[src/hdl/rrts_pkg.sv]
`default_nettype none

package rrts_pkg;

  localparam int NUM_SLOTS_DEF = 16;
  localparam int TICK_W        = 32;
  localparam int SLOT_OUT_W    = 4;
  localparam int CNT_W         = 5;
  localparam logic [CNT_W-1:0] COUNT_MAX = 5'd31;
  localparam logic [CNT_W-1:0] COUNT_RST = 5'd1;

  typedef enum logic [2:0] {
    ST_UNUSED   = 3'd0,
    ST_READY    = 3'd1,
    ST_RUNNING  = 3'd2,
    ST_SLEEPING = 3'd3,
    ST_DEAD     = 3'd4
  } slot_st_t;

  typedef enum logic [1:0] {
    OP_CREATE = 2'd0,
    OP_YIELD  = 2'd1,
    OP_EXIT   = 2'd2,
    OP_SLEEP  = 2'd3
  } op_t;

  typedef struct packed {
    logic accept;
    logic op_wr;
    logic rd_en;
    logic sw_dec;
    logic sw_apply;
    logic out_load;
  } dp_cmd_t;

  typedef struct packed {
    logic is_create;
    logic scan_last;
    logic out_free;
  } dp_sts_t;

endpackage

`default_nettype wire

[src/hdl/round_robin_task_scheduler_top.sv]
`default_nettype none

// Round-robin task scheduler. Each accepted event (create, yield, exit, sleep)
// returns exactly one result. The block works on one event at a time: each event
// is handled by a single pass over the slot table, one slot per cycle through one
// read port. For create the pass finds the first unused slot; for the others it
// wakes due sleepers and finds the next ready slot. A finished result waits in
// the output register, so the next event is taken while it is still stalled. No
// clearing pass is needed after reset; untouched slots read as their reset state.
module round_robin_task_scheduler_top #(
  parameter int NUM_SLOTS = rrts_pkg::NUM_SLOTS_DEF
) (
  input  logic                            clk,
  input  logic                            rst_n,
  input  logic                            in_valid,
  output logic                            in_stall,
  input  logic [1:0]                      in_operation,
  input  logic [rrts_pkg::TICK_W-1:0]     in_now,
  input  logic [rrts_pkg::TICK_W-1:0]     in_sleep_ticks,
  output logic                            out_valid,
  input  logic                            out_stall,
  output logic [rrts_pkg::SLOT_OUT_W-1:0] out_created_slot,
  output logic                            out_create_ok,
  output logic [rrts_pkg::SLOT_OUT_W-1:0] out_running_task,
  output logic [rrts_pkg::SLOT_OUT_W-1:0] out_previous_task,
  output logic                            out_switched,
  output logic [rrts_pkg::CNT_W-1:0]      out_active_count
);
  import rrts_pkg::*;

  dp_cmd_t cmd;
  dp_sts_t sts;

  rrts_ctrl u_ctrl (
    .clk      (clk),
    .rst_n    (rst_n),
    .in_valid (in_valid),
    .in_stall (in_stall),
    .sts      (sts),
    .cmd      (cmd)
  );

  rrts_dp #(
    .NUM_SLOTS (NUM_SLOTS)
  ) u_dp (
    .clk               (clk),
    .rst_n             (rst_n),
    .cmd               (cmd),
    .sts               (sts),
    .in_operation      (in_operation),
    .in_now            (in_now),
    .in_sleep_ticks    (in_sleep_ticks),
    .out_valid         (out_valid),
    .out_stall         (out_stall),
    .out_created_slot  (out_created_slot),
    .out_create_ok     (out_create_ok),
    .out_running_task  (out_running_task),
    .out_previous_task (out_previous_task),
    .out_switched      (out_switched),
    .out_active_count  (out_active_count)
  );

endmodule

`default_nettype wire

[src/hdl/rrts_ctrl.sv]
`default_nettype none

module rrts_ctrl (
  input  logic              clk,
  input  logic              rst_n,
  input  logic              in_valid,
  output logic              in_stall,
  input  rrts_pkg::dp_sts_t sts,
  output rrts_pkg::dp_cmd_t cmd
);
  import rrts_pkg::*;

  typedef enum logic [6:0] {
    S_IDLE  = 7'b0000001,
    S_OPW   = 7'b0000010,
    S_SCAN  = 7'b0000100,
    S_DRAIN = 7'b0001000,
    S_SWA   = 7'b0010000,
    S_SWB   = 7'b0100000,
    S_FIN   = 7'b1000000
  } fsm_t;

  fsm_t state_r;
  fsm_t state_nxt;

  assign in_stall = (state_r != S_IDLE);

  always_comb begin
    state_nxt = state_r;
    cmd       = '0;
    case (state_r)
      S_IDLE: begin
        if (in_valid) begin
          cmd.accept = 1'b1;
          state_nxt  = S_OPW;
        end
      end
      S_OPW: begin
        cmd.op_wr = 1'b1;
        state_nxt = S_SCAN;
      end
      S_SCAN: begin
        cmd.rd_en = 1'b1;
        if (sts.scan_last) begin
          state_nxt = S_DRAIN;
        end
      end
      S_DRAIN: begin
        state_nxt = sts.is_create ? S_FIN : S_SWA;
      end
      S_SWA: begin
        cmd.sw_dec = 1'b1;
        state_nxt  = S_SWB;
      end
      S_SWB: begin
        cmd.sw_apply = 1'b1;
        state_nxt    = S_FIN;
      end
      S_FIN: begin
        if (sts.out_free) begin
          cmd.out_load = 1'b1;
          state_nxt    = S_IDLE;
        end
      end
      default: begin
        state_nxt = S_IDLE;
      end
    endcase
  end

  always_ff @(posedge clk) begin
    if (!rst_n) begin
      state_r <= S_IDLE;
    end else begin
      state_r <= state_nxt;
    end
  end

endmodule

`default_nettype wire

[src/hdl/rrts_dp.sv]
`default_nettype none

module rrts_dp #(
  parameter int NUM_SLOTS = rrts_pkg::NUM_SLOTS_DEF
) (
  input  logic                                clk,
  input  logic                                rst_n,
  input  rrts_pkg::dp_cmd_t                   cmd,
  output rrts_pkg::dp_sts_t                   sts,
  input  logic [1:0]                          in_operation,
  input  logic [rrts_pkg::TICK_W-1:0]         in_now,
  input  logic [rrts_pkg::TICK_W-1:0]         in_sleep_ticks,
  output logic                                out_valid,
  input  logic                                out_stall,
  output logic [rrts_pkg::SLOT_OUT_W-1:0]     out_created_slot,
  output logic                                out_create_ok,
  output logic [rrts_pkg::SLOT_OUT_W-1:0]     out_running_task,
  output logic [rrts_pkg::SLOT_OUT_W-1:0]     out_previous_task,
  output logic                                out_switched,
  output logic [rrts_pkg::CNT_W-1:0]          out_active_count
);
  import rrts_pkg::*;

  localparam int SW = $clog2(NUM_SLOTS);
  localparam logic [SW-1:0] LAST_SLOT = SW'(NUM_SLOTS - 1);

  slot_st_t          state_mem [NUM_SLOTS];
  logic [TICK_W-1:0] wake_mem  [NUM_SLOTS];
  logic [NUM_SLOTS-1:0] vld_r;

  op_t               op_r;
  logic [TICK_W-1:0] now_r;
  logic [TICK_W-1:0] tk_r;
  logic [SW-1:0]     cur_r;
  logic [SW-1:0]     prev_r;
  logic [CNT_W-1:0]  cnt_r;
  logic [SW-1:0]     addr_r;
  logic [SW-1:0]     visit_r;
  logic              rd_pend_r;
  logic [SW-1:0]     rd_addr_r;
  logic              rd_vld_r;
  slot_st_t          st_rd_r;
  logic [TICK_W-1:0] wk_rd_r;
  logic              found_r;
  logic [SW-1:0]     pick_r;
  logic              sw_r;
  logic              out_valid_r;

  logic              st_we;
  logic              wk_we;
  logic [SW-1:0]     wa;
  slot_st_t          wd;
  logic [TICK_W-1:0] wkd;
  slot_st_t          eff;
  logic              due;
  logic              hit;
  logic              is_create;
  logic              cur_run;
  logic [SW-1:0]     next_slot;
  logic              no_switch;

  function automatic logic [SW-1:0] slot_inc(input logic [SW-1:0] s);
    slot_inc = (s == LAST_SLOT) ? '0 : s + 1'b1;
  endfunction

  assign is_create = (op_r == OP_CREATE);
  assign cur_run   = (op_r == OP_YIELD);
  assign eff       = rd_vld_r ? st_rd_r : ((rd_addr_r == '0) ? ST_RUNNING : ST_UNUSED);
  assign due       = (eff == ST_SLEEPING) && (now_r >= wk_rd_r);
  assign hit       = is_create ? (eff == ST_UNUSED) : ((eff == ST_READY) || due);
  assign next_slot = found_r ? pick_r : (cur_run ? cur_r : '0);
  assign no_switch = (next_slot == cur_r) && cur_run;

  assign sts.is_create = is_create;
  assign sts.scan_last = (visit_r == LAST_SLOT);
  assign sts.out_free  = !out_valid_r || !out_stall;

  always_comb begin
    st_we = 1'b0;
    wk_we = 1'b0;
    wa    = cur_r;
    wd    = ST_READY;
    wkd   = now_r + tk_r;
    if (cmd.op_wr) begin
      if (op_r == OP_EXIT) begin
        st_we = 1'b1;
        wd    = ST_DEAD;
      end else if (op_r == OP_SLEEP) begin
        st_we = 1'b1;
        wk_we = 1'b1;
        wd    = ST_SLEEPING;
      end
    end else if (rd_pend_r) begin
      wa = rd_addr_r;
      if (is_create) begin
        st_we = !found_r && hit;
      end else begin
        st_we = due;
      end
    end else if (cmd.sw_dec) begin
      st_we = !no_switch && cur_run;
    end else if (cmd.sw_apply) begin
      st_we = sw_r;
      wa    = next_slot;
      wd    = ST_RUNNING;
    end
  end

  always_ff @(posedge clk) begin
    if (st_we) begin
      state_mem[wa] <= wd;
    end
    if (wk_we) begin
      wake_mem[wa] <= wkd;
    end
    st_rd_r   <= state_mem[addr_r];
    wk_rd_r   <= wake_mem[addr_r];
    rd_vld_r  <= vld_r[addr_r];
    rd_addr_r <= addr_r;
  end

  always_ff @(posedge clk) begin
    if (!rst_n) begin
      vld_r <= '0;
    end else if (st_we) begin
      vld_r[wa] <= 1'b1;
    end
  end

  always_ff @(posedge clk) begin
    if (cmd.accept) begin
      op_r   <= op_t'(in_operation);
      now_r  <= in_now;
      tk_r   <= in_sleep_ticks;
      prev_r <= cur_r;
      addr_r <= (op_t'(in_operation) == OP_CREATE) ? '0 : slot_inc(cur_r);
    end else if (cmd.rd_en) begin
      addr_r <= slot_inc(addr_r);
    end
    if (rd_pend_r && !found_r && hit) begin
      pick_r <= rd_addr_r;
    end
  end

  always_ff @(posedge clk) begin
    if (!rst_n) begin
      cur_r       <= '0;
      cnt_r       <= COUNT_RST;
      visit_r     <= '0;
      rd_pend_r   <= 1'b0;
      found_r     <= 1'b0;
      sw_r        <= 1'b0;
      out_valid_r <= 1'b0;
    end else begin
      rd_pend_r <= cmd.rd_en;
      if (cmd.accept) begin
        visit_r <= '0;
        found_r <= 1'b0;
        sw_r    <= 1'b0;
      end else if (cmd.rd_en) begin
        visit_r <= visit_r + 1'b1;
      end
      if (rd_pend_r && hit) begin
        found_r <= 1'b1;
      end
      if (cmd.op_wr && (op_r == OP_EXIT) && (cnt_r != '0)) begin
        cnt_r <= cnt_r - 1'b1;
      end else if (rd_pend_r && is_create && !found_r && hit && (cnt_r != COUNT_MAX)) begin
        cnt_r <= cnt_r + 1'b1;
      end
      if (cmd.sw_dec) begin
        sw_r <= !no_switch;
      end
      if (cmd.sw_apply && sw_r) begin
        cur_r <= next_slot;
      end
      if (cmd.out_load) begin
        out_valid_r <= 1'b1;
      end else if (!out_stall) begin
        out_valid_r <= 1'b0;
      end
    end
  end

  always_ff @(posedge clk) begin
    if (cmd.out_load) begin
      out_created_slot  <= (is_create && found_r) ? SLOT_OUT_W'(pick_r) : '0;
      out_create_ok     <= is_create && found_r;
      out_running_task  <= SLOT_OUT_W'(cur_r);
      out_previous_task <= SLOT_OUT_W'(prev_r);
      out_switched      <= sw_r;
      out_active_count  <= cnt_r;
    end
  end

  assign out_valid = out_valid_r;

endmodule

`default_nettype wire

[config.mk]
export PLATFORM = sky130hd
export DESIGN_NAME = round_robin_task_scheduler_top
export DESIGN_NICKNAME = d
export VERILOG_FILES = /design/src/hdl/rrts_pkg.sv /design/src/hdl/round_robin_task_scheduler_top.sv /design/src/hdl/rrts_ctrl.sv /design/src/hdl/rrts_dp.sv
export SDC_FILE = /design/constraint.sdc
export NUM_CORES = 1
export LEC_CHECK = 0
export ABC_AREA = 1
export BUFFER_PORTS_ARGS = -buffer_cell sky130_fd_sc_hd__buf_2
export CAP_MARGIN = 30
export CORE_MARGIN = 1.5
export CORE_UTILIZATION = 40
export CTS_CLUSTER_DIAMETER = 100
export CTS_CLUSTER_SIZE = 8
export DETAILED_ROUTE_END_ITERATION = 6
export GPL_ROUTABILITY_DRIVEN = 0
export GPL_TIMING_DRIVEN = 0
export PLACE_DENSITY_LB_ADDON = 0.1
export SLEW_MARGIN = 5
export SYNTH_ARGS = -nofsm -noshare
export SYNTH_HDL_FRONTEND = slang
export SYNTH_SLANG_ARGS = --single-unit
[constraint.sdc]
create_clock -name clk -period 9.8 [get_ports clk]
set_input_delay 0.98 -clock clk [delete_from_list [all_inputs] [get_ports clk]]
set_output_delay 0.98 -clock clk [all_outputs]
set_load 0.005 [all_outputs]
# Word level (Yosys, flattened, before mapping)
# Memories as Yosys holds them, arrays and structs flattened. A register that Yosys moved wholly into a read port is not among the register bits.
# Index checks and enable logic that the tools add are counted.
# W data, S select, Z words.
dict set report totals {
  in_bits 70
  ram_bits 560
  memories 2
  regBits 142
  output_inout_bits 21
}
# name words width read_ports rd_clocked_by_memory_dff wr line
set memory_table {}
lappend memory_table {u_dp.wake_mem 16 32 1 1 1 rrts_dp.sv:28} ;# logic [TICK_W-1:0] wake_mem [NUM_SLOTS];
lappend memory_table {u_dp.state_mem 16 3 1 1 1 rrts_dp.sv:27} ;# slot_st_t state_mem [NUM_SLOTS];
dict set report classes {
  reduce_logical 33
  bitwise_logic 2
  magnitude_cmp 4
  muxes 57
  n_eq_ne 22
  n_addsub 6
}
# cell n
set ops {}
lappend ops {{$pmux W7 S7} 1}
lappend ops {{$mux W4} 11}
lappend ops {{$add A32 B32 Y32} 1}
lappend ops {{$ge A32 B32 Y1} 1}
lappend ops {{$mux W1} 29}
lappend ops {{$mux W7} 4}
lappend ops {{$logic_and A1 B1 Y1} 16}
lappend ops {{$or A16 B16 Y16} 1}
lappend ops {{$mux W3} 5}
lappend ops {{$add A4 B1 Y4 const B} 3}
lappend ops {{$eq A4 B4 Y1 const B} 3}
lappend ops {{$lt A4 B5 Y1 const B} 2}
lappend ops {{$mux W5} 2}
lappend ops {{$reduce_bool A2 Y1} 4}
lappend ops {{$eq A7 B1 Y1 const B} 1}
lappend ops {{$eq A7 B2 Y1 const B} 1}
lappend ops {{$eq A7 B3 Y1 const B} 1}
lappend ops {{$eq A7 B4 Y1 const B} 1}
lappend ops {{$eq A7 B5 Y1 const B} 1}
lappend ops {{$eq A7 B6 Y1 const B} 1}
lappend ops {{$eq A7 B7 Y1 const B} 1}
lappend ops {{$ne A7 B1 Y1 const B} 1}
lappend ops {{$mux W2} 3}
lappend ops {{$ne A2 B2 Y1 const B} 3}
lappend ops {{other kinds (21)} 27}

# Longest topological paths before layout
# Gate-level depths: netlist of the first run.
dict set report logic_depth {
  word_depth 13
  depth_mapped 20
  mapped_depth_nobuf 19
}

# Cells and area by module
# A second synthesis of the first run with hierarchy kept.
dict set report hier_totals {
  hier_cells 2531
  area_unflattened_um2 30427.9
}
# module n_inst cells_each area_per_inst_um2 seq_area_each_um2
set by_module_without_submodules {}
lappend by_module_without_submodules {rrts_dp 1 2463 29977.5 21190.3}
lappend by_module_without_submodules {rrts_ctrl 1 68 450.4 140.1}

# Worst setup path before layout of the first run
# Ideal clock, no wire load.
dict set report synth_path {
  path_type {register to register}
  startpoint {register u_dp.op_r[1]}
  endpoint {memory u_dp.wake_mem[7][0], enable pin}
  path_buffers 0
  period_less_slack_ps 4002
  setup_time_ps 461
  path_stages_with_launch 8
  slack_ps 5798
  t_arrival_ps 3541
  cell_sequence {edfxtp_1 > inv_2 > nand2_1 > o21ai_2 > a21oi_1 > o21ai_1 > nand2_1 > nor3_1}
}
dict set report synth_between {
  elab_chain_len 7
}
# item line
set synth_lines {}
lappend synth_lines {{start: declaration} rrts_dp.sv:31} ;# op_t op_r;
lappend synth_lines {{start signal: assignment} rrts_dp.sv:132} ;# op_r <= op_t'(in_operation);
lappend synth_lines {{$eq A2 B1 Y1} rrts_dp.sv:67} ;# assign cur_run = (op_r == OP_YIELD);
lappend synth_lines {{$mux W4 (2 in series)} rrts_dp.sv:71} ;# assign next_slot = found_r ? pick_r : (cur_run ? cur_r : '0);
lappend synth_lines {{$mux W4} rrts_dp.sv:102} ;# end else if (cmd.sw_apply) begin
lappend synth_lines {{$mux W4} rrts_dp.sv:100} ;# end else if (cmd.sw_dec) begin
lappend synth_lines {{$mux W4} rrts_dp.sv:93} ;# end else if (rd_pend_r) begin
lappend synth_lines {{$mux W4} rrts_dp.sv:84} ;# if (cmd.op_wr) begin
lappend synth_lines {{end: declaration} rrts_dp.sv:28}
# Parallel ways exist; a longest one is shown, timed or not.

# Worst setup path after layout of the first run
dict set report layout_path {
  startpoint {register u_dp.now_r[0]}
  endpoint {memory u_dp.wake_mem[3][26], data pin}
}
dict set report layout_between {
  elab_chain_len 1
}
# item line
set layout_lines {}
lappend layout_lines {{start: declaration} rrts_dp.sv:32} ;# logic [TICK_W-1:0] now_r;
lappend layout_lines {{start signal: assignment} rrts_dp.sv:133} ;# now_r <= in_now;
lappend layout_lines {{$add A32 B32 Y32} rrts_dp.sv:83} ;# wkd = now_r + tk_r;
lappend layout_lines {{via u_dp.wkd[26]} rrts_dp.sv:53} ;# logic [TICK_W-1:0] wkd;
# The timed path passes the listed nets, and every way through them passes these cells.

==> results.ini, run 1 <==
[run_status]
status = completed

[worst_setup_path]
r2r_slack_ns = 5.96
critPathSlowestCell = xor2_2
cp-end-kind = flop
worstPathArrival_ns = 4.15
crit_path_frequent_cell = nand2_1
worstPathRequired_ns = 10.11
crit_buf_inv = 1
r2r_cells = 12
r2r_end = u_dp.wake_mem[3][26]
critical_path_class = reg -> reg
path_delay_family = compound AO/OA/AOI/OAI gates
critPathLaunchType = flop
max_stage_delay_ns = 0.75
rr_startpoint = u_dp.now_r[0]
path_max_fanout = 16
path_cells = ha_1 -> inv_1 -> fa_1 -> nand3b_1 -> nand3_1 -> a21boi_0 -> o21ai_1 -> nand2_1 -> nand2_1 -> nand2_1 -> o21ai_1 -> xor2_2

[synthesis]
ys.warnings.count = 0
synth_top_family_by_area = compound AO/OA/AOI/OAI gates
ys_ff_latch = 737
async_flop_share = 0
synth_nets = 2612
synthSimpleGateAreaFrac = 0.101
synth_edf_count = 657
synth_top_flop_cell = edfxtp_1
synth_fa_ha_area_frac = 0.0297
synth.distinct_cells = 44
synthMuxAreaShare = 0
synth_xor_xnor_area_share = 0.0109
avgSynthCellArea_sq_um = 12.3
yosysSeqAreaShare = 0.702
syn_area_sq_um = 30400
synth-compound-area-share = 0.121
synthCells = 2471

[pwr]
pwr-share-clk = 0.337
power_w = 0.00966
p_int_w = 0.00655
vdd_ir_drop_max_mv = 0.135
p_leak_nw = 12.6
pwr-share-seq = 0.416
switching_power_w = 0.00311
p_sw_frac = 0.322
p_per_area_nw_per_um2 = 269
p_comb_frac = 0.247

[drt]
remaining_drc_errors = 0
postRouteAntennaNets = 0
first_pass_iters = 6
wl_per_cell_microns = 24.6
routed_wl_microns = 93000
viasPerCell = 5.61
vias = 21200
drtIter0Drc = 2056

[timing]
hold_viol = 0
fmax_ghz = 0.260
tns_ns = 0
relSlewSlack = 0.302
worst_pin_slew_ns = 1.05
finClkSkew_ns = 0.0276
setup_viol = 0
finalCritPeriodShare = 0.392
fin_crit_ns = 3.84
slew_viol_final = 0
rsz0062_at_grt = no

[floorplan]
die_area_sq_um = 77700
initial_core_util = 0.406
coreArea_sq_um = 74800
ios = 91
rows = 100
dieWidth_microns = 279
die_y_microns = 279

[clocking]
post_cts_resize_count = 0
path_clk_slew_ns = 0.05
tritoncts = yes
cts_max_level = 3
cts_made_buffers = 102
clock_path_buffers = 3
post_cts_buffers = 0
cts.sink_count = 737
clk_latency_ns = 0.65
ctsHoldBuffers = 0
cts-root-buf = clkbuf_16

[grt]
grt_use_total = 0.239
grt_pass1_vias = 20900
grt_max_degree = 65
grt-ovfl-total = 0
antenna_found_initial = 3
grt_pass1_wl_microns = 136000

[worst_hold_path]
hold_start = u_dp.addr_r[2]
hold-path-endpoint = u_dp.rd_addr_r[2]
hp-class = reg -> reg
hold-path-cell-count = 0

[cells_and_area]
n_fill_cell = 6662
final_layout_size_suffix_gt1_frac = 0.123
fin_nets = 2879
diodes = 0
area_growth_pct = 18.3

[run]
maxCapViolations = 0

[place]
dp_hpwl_microns = 66400
portBuffers = 89

## worst register-to-register path, stage by stage (launching register included)
cell and delay (ns):
edfxtp_1 0.35, ha_1 0.19, inv_1 0.06, fa_1 0.42, nand3b_1 0.20, nand3_1 0.24, a21boi_0 0.25, o21ai_1 0.53
nand2_1 0.10, nand2_1 0.12, nand2_1 0.10, o21ai_1 0.21, xor2_2 0.75
## cell usage after synthesis (6+ instances only)
master,count,share of area
nand3_2,12,0.0040
xor2_1,28,0.0081
o22ai_1,15,0.0031
nor3_1,25,0.0041
o21ai_0,322,0.053
a21oi_1,80,0.013
o221ai_1,127,0.037
inv_1,144,0.018
a31oi_1,6,0.0012
ha_1,69,0.028
nand3_1,92,0.015
o21ai_1,7,0.0012
nand2_1,211,0.026
buf_1,16,0.0020
nor2_1,369,0.046
nand4_1,12,0.0025
dfxtp_1,80,0.053
clkbuf_1,105,0.013
o211ai_1,22,0.0054
edfxtp_1,657,0.65
inv_2,10,0.0012
xnor2_1,10,0.0029
## metrics by stage
step	utilization	instances	setup WS, ns	cell area [sq um]	hold slack, ns
2_1_floorplan	-	2471	5.80	30400	0.368
3_3_place_gp	0.428	3529	2.47	32100	0.395
3_5_place_dp	0.440	3593	5.91	32900	0.404
4_1_cts	0.479	3772	5.93	35900	0.420
5_1_grt	0.481	3782	5.72	36000	0.422
6_report	0.481	3782	5.96	36000	0.415
## how the worst max path moves through the flow
stage / startpoint / end / cells past startpoint
4_1_cts: u_dp.now_r[0] / u_dp.wake_mem[0][26] / 12
5_1_grt: u_dp.now_r[0] / u_dp.wake_mem[9][26] / 12
3_3_place_gp: u_dp.op_r[1] / u_dp.wake_mem[11][5] / 7
6_report: u_dp.now_r[0] / u_dp.wake_mem[3][26] / 12
3_5_place_dp: u_dp.now_r[0] / u_dp.wake_mem[8][26] / 12
2_1_floorplan: u_dp.op_r[1] / u_dp.wake_mem[7][0] / 7
## cells in the final DEF (no fill, tap or decap), drive strengths merged, types with 3 or more instances in the layout
cell type and instances:
a211oi 3, a21boi 3, a21o 3, a21oi 80, a31oi 6, buf 184
clkbuf 279, clkinv 5, dfxtp 80, edfxtp 657, ha 69, inv 158
nand2 215, nand3 104, nand4 12, nor2 373, nor3 26, nor4 4
o211ai 22, o21a 4, o21ai 334, o21bai 3, o221ai 127, o22ai 15
o31ai 4, xnor2 10, xor2 28
## state kept, by name, indices dropped and copies added (netlist names), 2 cells and up
signal and flops:
u_dp.rd_addr_r 4, u_dp.out_created_slot 4, u_dp.op_r 2, u_dp.now_r 32, u_dp.cnt_r 5, u_dp.pick_r 4
u_dp.addr_r 4, u_dp.st_rd_r 3, u_dp.vld_r 16, u_dp.tk_r 32, u_dp.out_active_count 5, u_dp.state_mem 48
u_dp.out_running_task 4, u_ctrl.state_r 7, u_dp.prev_r 4, u_dp.visit_r 4, u_dp.wake_mem 512, u_dp.cur_r 4
u_dp.out_previous_task 4, u_dp.wk_rd_r 32
## layer usage
metal / GRT usage / part of all wire / up-vias
li1: - / - / 9601
met3: 0.0430 / 0.076 / 145
met4: 0.0628 / 0.024 / 0
met1: 0.333 / 0.44 / 10600
met2: 0.385 / 0.47 / 849
met5: 0 / 0 / -
## power groups by stage
stage	Clock, W	Sequential [W]	Combinational, W
after floorplan	0	0.00406	0.00128
after global placement	0	0.00410	0.00220
after detailed placement	0	0.00409	0.00235
after global routing	0.00342	0.00404	0.00260
final	0.00326	0.00402	0.00238
after CTS	0.00331	0.00403	0.00236
## cell families after synthesis
group           count (synthesis)
compound gates                605
xor+xnor                       38
fa+ha+maj                      71
buf+inv                       284
flops                         737
simple gates                  736
## cell type report
class,count,area [sq um],share of cell area
Buffer,126,488,0.0136
Clock inverter,5,43.8,0.00122
Multi-Input combinational cell,1450,8160,0.227
Timing Repair Buffer,163,1250,0.0347
Clock buffer,174,2890,0.0803
Tap cell,969,1210,0.0337
Sequential cell,737,21300,0.593
Inverter,158,596,0.0166
Note: power is estimated with default switching activity, not from simulation.
==> inputs of run 2 (changes only) <==
--- a/config.mk
+++ b/config.mk
@@ -5,7 +5,7 @@
 export SDC_FILE = /design/constraint.sdc
 export NUM_CORES = 1
 export LEC_CHECK = 0
-export ABC_AREA = 1
+export ABC_AREA = 0
 export BUFFER_PORTS_ARGS = -buffer_cell sky130_fd_sc_hd__buf_2
 export CAP_MARGIN = 30
 export CORE_MARGIN = 1.5
==> constraint.sdc (replaced) <==
create_clock -name clk -period 3.2 [get_ports clk]
set_input_delay 0.32 -clock clk [delete_from_list [all_inputs] [get_ports clk]]
set_output_delay 0.32 -clock clk [all_outputs]
set_load 0.005 [all_outputs]
==> results.ini, run 2 <==
[cells_and_area]
layout_common_cells = edfxtp_1 (657), mux4_2 (180), buf_2 (107), clkbuf_16 (107), clkbuf_1 (105)  ; was edfxtp_1 (657), nor2_1 (361), o21ai_0 (322)
fin_cells = 2951  ; was 3,782
final_util = 0.510  ; was 0.481
diodes = 0  ; unchanged
largest_register = u_dp.wake_mem  ; unchanged
top_regs = u_dp.wake_mem x512, u_dp.state_mem x48  ; unchanged
final_common_cell = edfxtp_1  ; unchanged
fin_nets = 2059  ; was 2,879
final_layout_size_suffix_gt1_frac = 0.319  ; was 0.123
n_fill_cell = 5913  ; was 6,662
largest_register_ffs = 512  ; unchanged
area_growth_pct = 25.8  ; was 18.3%

[clocking]
cts.sink_count = 737  ; unchanged
cts_max_level = 3  ; unchanged
tritoncts = yes  ; unchanged
cts-root-buf = clkbuf_16  ; unchanged
path_clk_slew_ns = 0.05  ; about the same
clk_latency_ns = 0.64  ; was 0.65 ns
clock_path_buffers = 3  ; unchanged
cts_made_buffers = 102  ; unchanged

[floorplan]
ios = 91  ; unchanged
rows = 99  ; was 100
dieWidth_microns = 275  ; was 279 microns
die_y_microns = 275  ; was 279 microns
die_area_sq_um = 75900  ; was 77,700 sq um
initial_core_util = 0.406  ; about the same
coreArea_sq_um = 73200  ; was 74,800 sq um

[synthesis]
synth_fa_ha_area_frac = 0.0304  ; was 0.0297
async_flop_share = 0  ; unchanged
synth_top_area_cell = edfxtp_1  ; unchanged
synth_area_leaders = edfxtp_1 (66%), mux4_2 (14%), dfxtp_1 (5.4%)  ; was edfxtp_1 (65%), o21ai_0 (5.3%), dfxtp_1 (5.3%)
synthSimpleGateAreaFrac = 0.0380  ; was 0.101
synth_top_area_frac = 0.664  ; was 0.649
syn_area_sq_um = 29700  ; was 30,400 sq um
synth_top_family_by_area = multiplexers  ; was compound AO/OA/AOI/OAI gates
synthCells = 1554  ; was 2,471
synth_top_flop_cell = edfxtp_1  ; unchanged
synth_nets = 1695  ; was 2,612
synthMuxAreaShare = 0.136  ; was 0
synth_xor_xnor_area_share = 0.0127  ; was 0.0109
synth_commonest_cells = edfxtp_1 (657), mux4_2 (180), dfxtp_1 (80), ha_1 (69), nor2_1 (60)  ; was edfxtp_1 (657), nor2_1 (369), o21ai_0 (322), nand2_1 (211), inv_1 (144)
avgSynthCellArea_sq_um = 19.1  ; was 12.3 sq um
yosysSeqAreaShare = 0.718  ; was 0.702
ys_ff_latch = 737  ; unchanged
synth_edf_count = 657  ; unchanged
synth-compound-area-share = 0.0479  ; was 0.121
post-synth-top-count-cell = edfxtp_1  ; unchanged
ys.warnings.count = 0  ; unchanged
synth.distinct_cells = 72  ; was 44

[timing]
fin_crit_ns = 3.45  ; was 3.84 ns
finClkSkew_ns = 0.0233  ; was 0.0276 ns
worst_pin_slew_ns = 0.984  ; was 1.05 ns
rsz0062_at_grt = yes  ; was no
relSlewSlack = 0.344  ; was 0.302
slew_viol_final = 0  ; unchanged
setup_slack_ns = -0.251  ; was 5.96 ns
hold_viol = 0  ; unchanged
finalCritPeriodShare = 1.08  ; was 0.392
fmax_ghz = 0.290  ; was 0.260 GHz
tns_ns = -23.10  ; was 0 ns
setup_viol = 188  ; was 0

[pwr]
p_per_area_nw_per_um2 = 783  ; was 269 nW/um^2
p_comb_frac = 0.233  ; was 0.247
pwr-share-seq = 0.423  ; was 0.416
vdd_ir_drop_max_mv = 0.397  ; was 0.135 mV
p_leak_nw = 12.8  ; was 12.6 nW
switching_power_w = 0.00804  ; was 0.00311 W
p_sw_frac = 0.275  ; was 0.322
pwr-share-clk = 0.345  ; was 0.337
power_w = 0.0292  ; was 0.00966 W
p_int_w = 0.0212  ; was 0.00655 W

[drt]
first_pass_iters = 7  ; was 6
remaining_drc_errors = 0  ; unchanged
wl_per_cell_microns = 25.8  ; was 24.6 microns
routed_wl_microns = 76100  ; was 93,000 microns
postRouteAntennaNets = 0  ; unchanged
drtIter0Drc = 1230  ; was 2,056
viasPerCell = 5.42  ; was 5.61
vias = 16000  ; was 21,200

[worst_setup_path]
path_max_fanout = 10  ; was 16
cp-end-kind = flop  ; unchanged
critPathLaunchType = flop  ; unchanged
worstPathRequired_ns = 3.54  ; was 10.11 ns
critical_path_class = reg -> reg  ; unchanged
worstPathArrival_ns = 3.79  ; was 4.15 ns

[grt]
grt-ovfl-total = 0  ; unchanged
antenna_found_initial = 0  ; was 3
grt_pass1_wl_microns = 111000  ; was 136,000 microns
grt_pass1_vias = 16700  ; was 20,900
grt_use_total = 0.204  ; was 0.239
grt_max_degree = 31  ; was 65

[place]
dp_hpwl_microns = 49000  ; was 66,400 microns
portBuffers = 90  ; was 89
dp_cells = 2642  ; was 3,593

[worst_hold_path]
hp-class = in -> reg  ; was reg -> reg

[run_status]
violations = setup timing
status = complete, but fails checks  ; was completed

[run]
maxCapViolations = 0  ; unchanged

-- run 2: power groups by stage --
| stage | clock (W) | sequential, W | combinational [W] |
|---|---|---|---|
| 2_1_floorplan | 0 | 0.0124 | 0.00372 |
| 3_3_place_gp | 0 | 0.0126 | 0.00542 |
| 3_5_place_dp | 0 | 0.0126 | 0.00573 |
| 4_1_cts | 0.0103 | 0.0124 | 0.00656 |
| 5_1_grt | 0.0107 | 0.0124 | 0.00739 |
| 6_report | 0.0101 | 0.0124 | 0.00680 |
-- run 2: worst max-delay path: stages, from the launching register on --
cell	delay, ns
dfxtp_1	0.38
inv_1	0.06
ha_1	0.31
a21o_1	0.17
a21o_1	0.17
a21oi_1	0.34
o21ai_2	0.21
a2111oi_4	0.73
o21ai_2	0.19
a21oi_4	0.28
buf_6	0.19
nor3_1	0.12
-- run 2: stage by stage --
step	instance area (sq um)	hold WS [ns]	setup slack (ns)
after floorplan	29700	0.346	-0.281
after global placement	31400	0.367	-3.18
after detailed placement	32200	0.370	-1.74
after CTS	36700	0.0229	-0.322
after global routing	37400	0.0445	-0.366
final	37400	0.0592	-0.251
-- run 2: cell families after synthesis --
logic type,count (synthesis)
flip-flops,737
AND/OR/NAND/NOR,222
AO/OA/AOI/OAI,184
multiplexers,180
buffers and inverters,117
adder cells (fa/ha/maj),71
XOR/XNOR,43
-- run 2: area by class of cell --
cell class | count | area [sq um] | share of cell area
Timing Repair Buffer | 257 | 2550 | 0.0683
Sequential cell | 737 | 21300 | 0.571
Inverter | 50 | 188 | 0.00502
Buffer | 67 | 319 | 0.00854
Tap cell | 959 | 1200 | 0.0321
Clock inverter | 4 | 63.8 | 0.00171
Clock buffer | 174 | 2920 | 0.0781
Multi-Input combinational cell | 703 | 8800 | 0.235
-- run 2: what timing repair did --
action,in CTS,in global routing
endpoints found under the hold margin,67,0
hold buffers,67,0
pin swaps,38,56
setup endpoints to repair,807,819
setup buffers,19,29
gates cloned,5,1
resized for setup,92,51
-- run 2: final timing paths --
kind	start	to	slack, ns	cells after the start
setup / recovery	u_dp.wk_rd_r[17]	u_dp.state_mem[12][0]	-0.25	11
hold reg to reg	u_dp.addr_r[2]	u_dp.rd_addr_r[2]	0.38	0
setup reg to reg	u_dp.wk_rd_r[17]	u_dp.state_mem[12][0]	-0.25	11
hold / removal	in_valid	u_ctrl.state_r[0]	0.06	4
-- run 2: metal layers --
metal	share of wire	up-vias	GRT usage	wire length, microns
met3	0.045	110	0.0330	3430
met1	0.44	8430	0.277	33200
met5	0	-	0	0
met2	0.50	377	0.340	37700
met4	0.023	0	0.0562	1720
li1	-	7069	-	-
==> inputs of run 3 (changes only) <==
--- a/config.mk
+++ b/config.mk
@@ -6,7 +6,7 @@
 export NUM_CORES = 1
 export LEC_CHECK = 0
 export ABC_AREA = 0
-export BUFFER_PORTS_ARGS = -buffer_cell sky130_fd_sc_hd__buf_2
+export BUFFER_PORTS_ARGS = -buffer_cell sky130_fd_sc_hd__clkbuf_2
 export CAP_MARGIN = 30
 export CORE_MARGIN = 1.5
 export CORE_UTILIZATION = 40
@@ -14,7 +14,6 @@
 export CTS_CLUSTER_SIZE = 8
 export DETAILED_ROUTE_END_ITERATION = 6
 export GPL_ROUTABILITY_DRIVEN = 0
-export GPL_TIMING_DRIVEN = 0
 export PLACE_DENSITY_LB_ADDON = 0.1
 export SLEW_MARGIN = 5
 export SYNTH_ARGS = -nofsm -noshare
==> results.ini, run 3 (synthesis results as in run 2) <==
[run_status]
status = complete, but fails checks  ; unchanged
violations = setup timing  ; unchanged

[timing]
hold_viol = 0  ; unchanged
setup_slack_ns = -0.0195  ; was -0.251 ns
finClkSkew_ns = 0.0228  ; was 0.0233 ns
rsz0062_at_grt = yes  ; unchanged
worst_pin_slew_ns = 0.940  ; was 0.984 ns
fmax_ghz = 0.311  ; was 0.290 GHz
finalCritPeriodShare = 1.01  ; was 1.08
slew_viol_final = 0  ; unchanged
tns_ns = -0.241  ; was -23.10 ns
fin_crit_ns = 3.22  ; was 3.45 ns
setup_viol = 25  ; was 188
relSlewSlack = 0.373  ; was 0.344

[place]
portBuffers = 90  ; unchanged
dp_hpwl_microns = 43100  ; was 49,000 microns
place_ws_ns = -0.443  ; was -1.74 ns
placed_area_sq_um = 32800  ; was 32,200 sq um

[drt]
wl_per_cell_microns = 24.8  ; was 25.8 microns
vias = 15800  ; was 16,000
viasPerCell = 5.34  ; was 5.42
postRouteAntennaNets = 0  ; unchanged
routed_wl_microns = 73400  ; was 76,100 microns
drtIter0Drc = 1231  ; was 1,230
first_pass_iters = 5  ; was 7
remaining_drc_errors = 0  ; unchanged

[grt]
grt_pass1_wl_microns = 110000  ; was 111,000 microns
grt_use_total = 0.200  ; was 0.204
grt_pass1_vias = 16800  ; was 16,700
grt_max_degree = 79  ; was 31
antenna_found_initial = 1  ; was 0
grt-ovfl-total = 0  ; unchanged

[clocking]
path_clk_slew_ns = 0.05  ; about the same
clk_latency_ns = 0.64  ; about the same
cts-root-buf = clkbuf_16  ; unchanged
cts_made_buffers = 102  ; unchanged
cts_max_level = 3  ; unchanged
tritoncts = yes  ; unchanged
cts.sink_count = 737  ; unchanged
clock_path_buffers = 3  ; unchanged

[cells_and_area]
postLayoutCellArea_sq_um = 37400  ; about the same
diodes = 0  ; unchanged
fin_nets = 2067  ; was 2,059
largest_register = u_dp.wake_mem  ; unchanged
area_growth_pct = 25.8  ; about the same
final_layout_size_suffix_gt1_frac = 0.337  ; was 0.319
layout_common_cells = edfxtp_1 (657), mux4_2 (180), buf_4 (123)  ; was edfxtp_1 (657), mux4_2 (180), buf_2 (107), clkbuf_16 (107), clkbuf_1 (105)
final_common_cell = edfxtp_1  ; unchanged
n_fill_cell = 5974  ; was 5,913
seqCellArea_sq_um = 21300  ; about the same
largest_register_ffs = 512  ; unchanged
multi_input_area_sq_um = 8670  ; was 8800 sq um
top_regs = u_dp.wake_mem x512, u_dp.state_mem x48  ; unchanged

[worst_setup_path]
critical_path_class = reg -> reg  ; unchanged
critPathSlowestCell = edfxtp_1  ; was a2111oi_4
cp-end-kind = flop  ; unchanged
path_max_fanout = 7  ; was 10
worstPathRequired_ns = 3.55  ; was 3.54 ns
path_cells = buf_6 -> ha_4 -> and3_4 -> a221o_1 -> a31oi_4 -> o21ai_4 -> a2111oi_4 -> buf_4 -> o21ai_4 -> a21oi_4 -> buf_6 -> buf_12 -> nor3_4  ; was inv_1 -> ha_1 -> a21o_1 -> a21o_1 -> a21oi_1 -> o21ai_2 -> a2111oi_4 -> o21ai_2 -> a21oi_4 -> buf_6 -> nor3_1
max_stage_delay_ns = 0.43  ; was 0.73 ns
critPathLaunchType = flop  ; unchanged
r2r_slack_ns = -0.02  ; was -0.25 ns
worstPathArrival_ns = 3.57  ; was 3.79 ns

[floorplan]
ios = 91  ; unchanged
die_y_microns = 275  ; unchanged
dieWidth_microns = 275  ; unchanged
rows = 99  ; unchanged
die_area_sq_um = 75900  ; unchanged
coreArea_sq_um = 73200  ; unchanged
initial_core_util = 0.406  ; unchanged

[worst_hold_path]
hp-class = in -> reg  ; unchanged

[run]
maxCapViolations = 0  ; unchanged

[pwr]
p_per_area_nw_per_um2 = 769  ; was 783 nW/um^2
p_leak_nw = 13.1  ; was 12.8 nW
vdd_ir_drop_max_mv = 0.378  ; was 0.397 mV

[run 3: metal layers]
metal  routed length, microns  part of all wire  track usage  up-vias
met1                    33300              0.45        0.280     8328
li1                         -                 -            -     7063
met3                     2910             0.040       0.0308       73
met5                        0                 0            0        -
met4                      935             0.013       0.0487        0
met2                    36200              0.49        0.328      344
[run 3: area by class of cell]
type	instances	share of cell area
clock buffer	177	0.0764
clock inverter	5	0.00157
multi-input combinational	700	0.232
sequential	737	0.571
timing repair buffer	335	0.0818
inverter	50	0.00502
tap	959	0.0321
[run 3: path summary, 6_finish.rpt]
check	startpoint	endpoint	cells after the start
worst max register to register	u_dp.now_r[6]	u_dp.state_mem[6][0]	13
worst max-delay path	u_dp.now_r[6]	u_dp.state_mem[6][0]	13
worst min register to register	u_dp.prev_r[2]	u_dp.out_previous_task[2]	0
worst min-delay path	in_valid	u_ctrl.state_r[0]	4
[run 3: worst max-delay path: cells and delay by family (launching register included)]
family                     cells  cell delay, ns
AOI/OAI and AO/OA              6            1.39
DFF                            1            0.43
buffers and inverters          4            0.68
and+or+nand+nor                2            0.22
adders and majority gates      1            0.20
[run 3: timing repair]
item                       in CTS  in global routing
hold buffers                   67                  0
setup buffers                  15                  7
hold endpoints to repair       67                  0
gates resized for setup        92                 24
pin swaps                      32                 21
cloned                          3                  1
setup endpoints to repair     277                228
[run 3: power breakdown]
group	total (W)	internal [W]	switching [W]
Sequential	0.0124	0.0121	0.000266
Combinational	0.00650	0.00303	0.00347
Clock	0.00982	0.00596	0.00386
Total	0.0287	0.0211	0.00760
[run 3: through the flow]
| stage | power, W | utilization | hold slack (ns) | cells |
|---|---|---|---|---|
| 6_report | 0.0287 | 0.510 | 0.0877 | 2963 |
| 5_1_grt | 0.0300 | 0.510 | 0.141 | 2963 |
| 3_5_place_dp | 0.0185 | 0.448 | 0.405 | 2688 |
| 4_1_cts | 0.0289 | 0.507 | 0.0541 | 2955 |
| 2_1_floorplan | 0.0162 | - | 0.346 | 1554 |
| 3_3_place_gp | 0.0183 | 0.447 | 0.406 | 2682 |
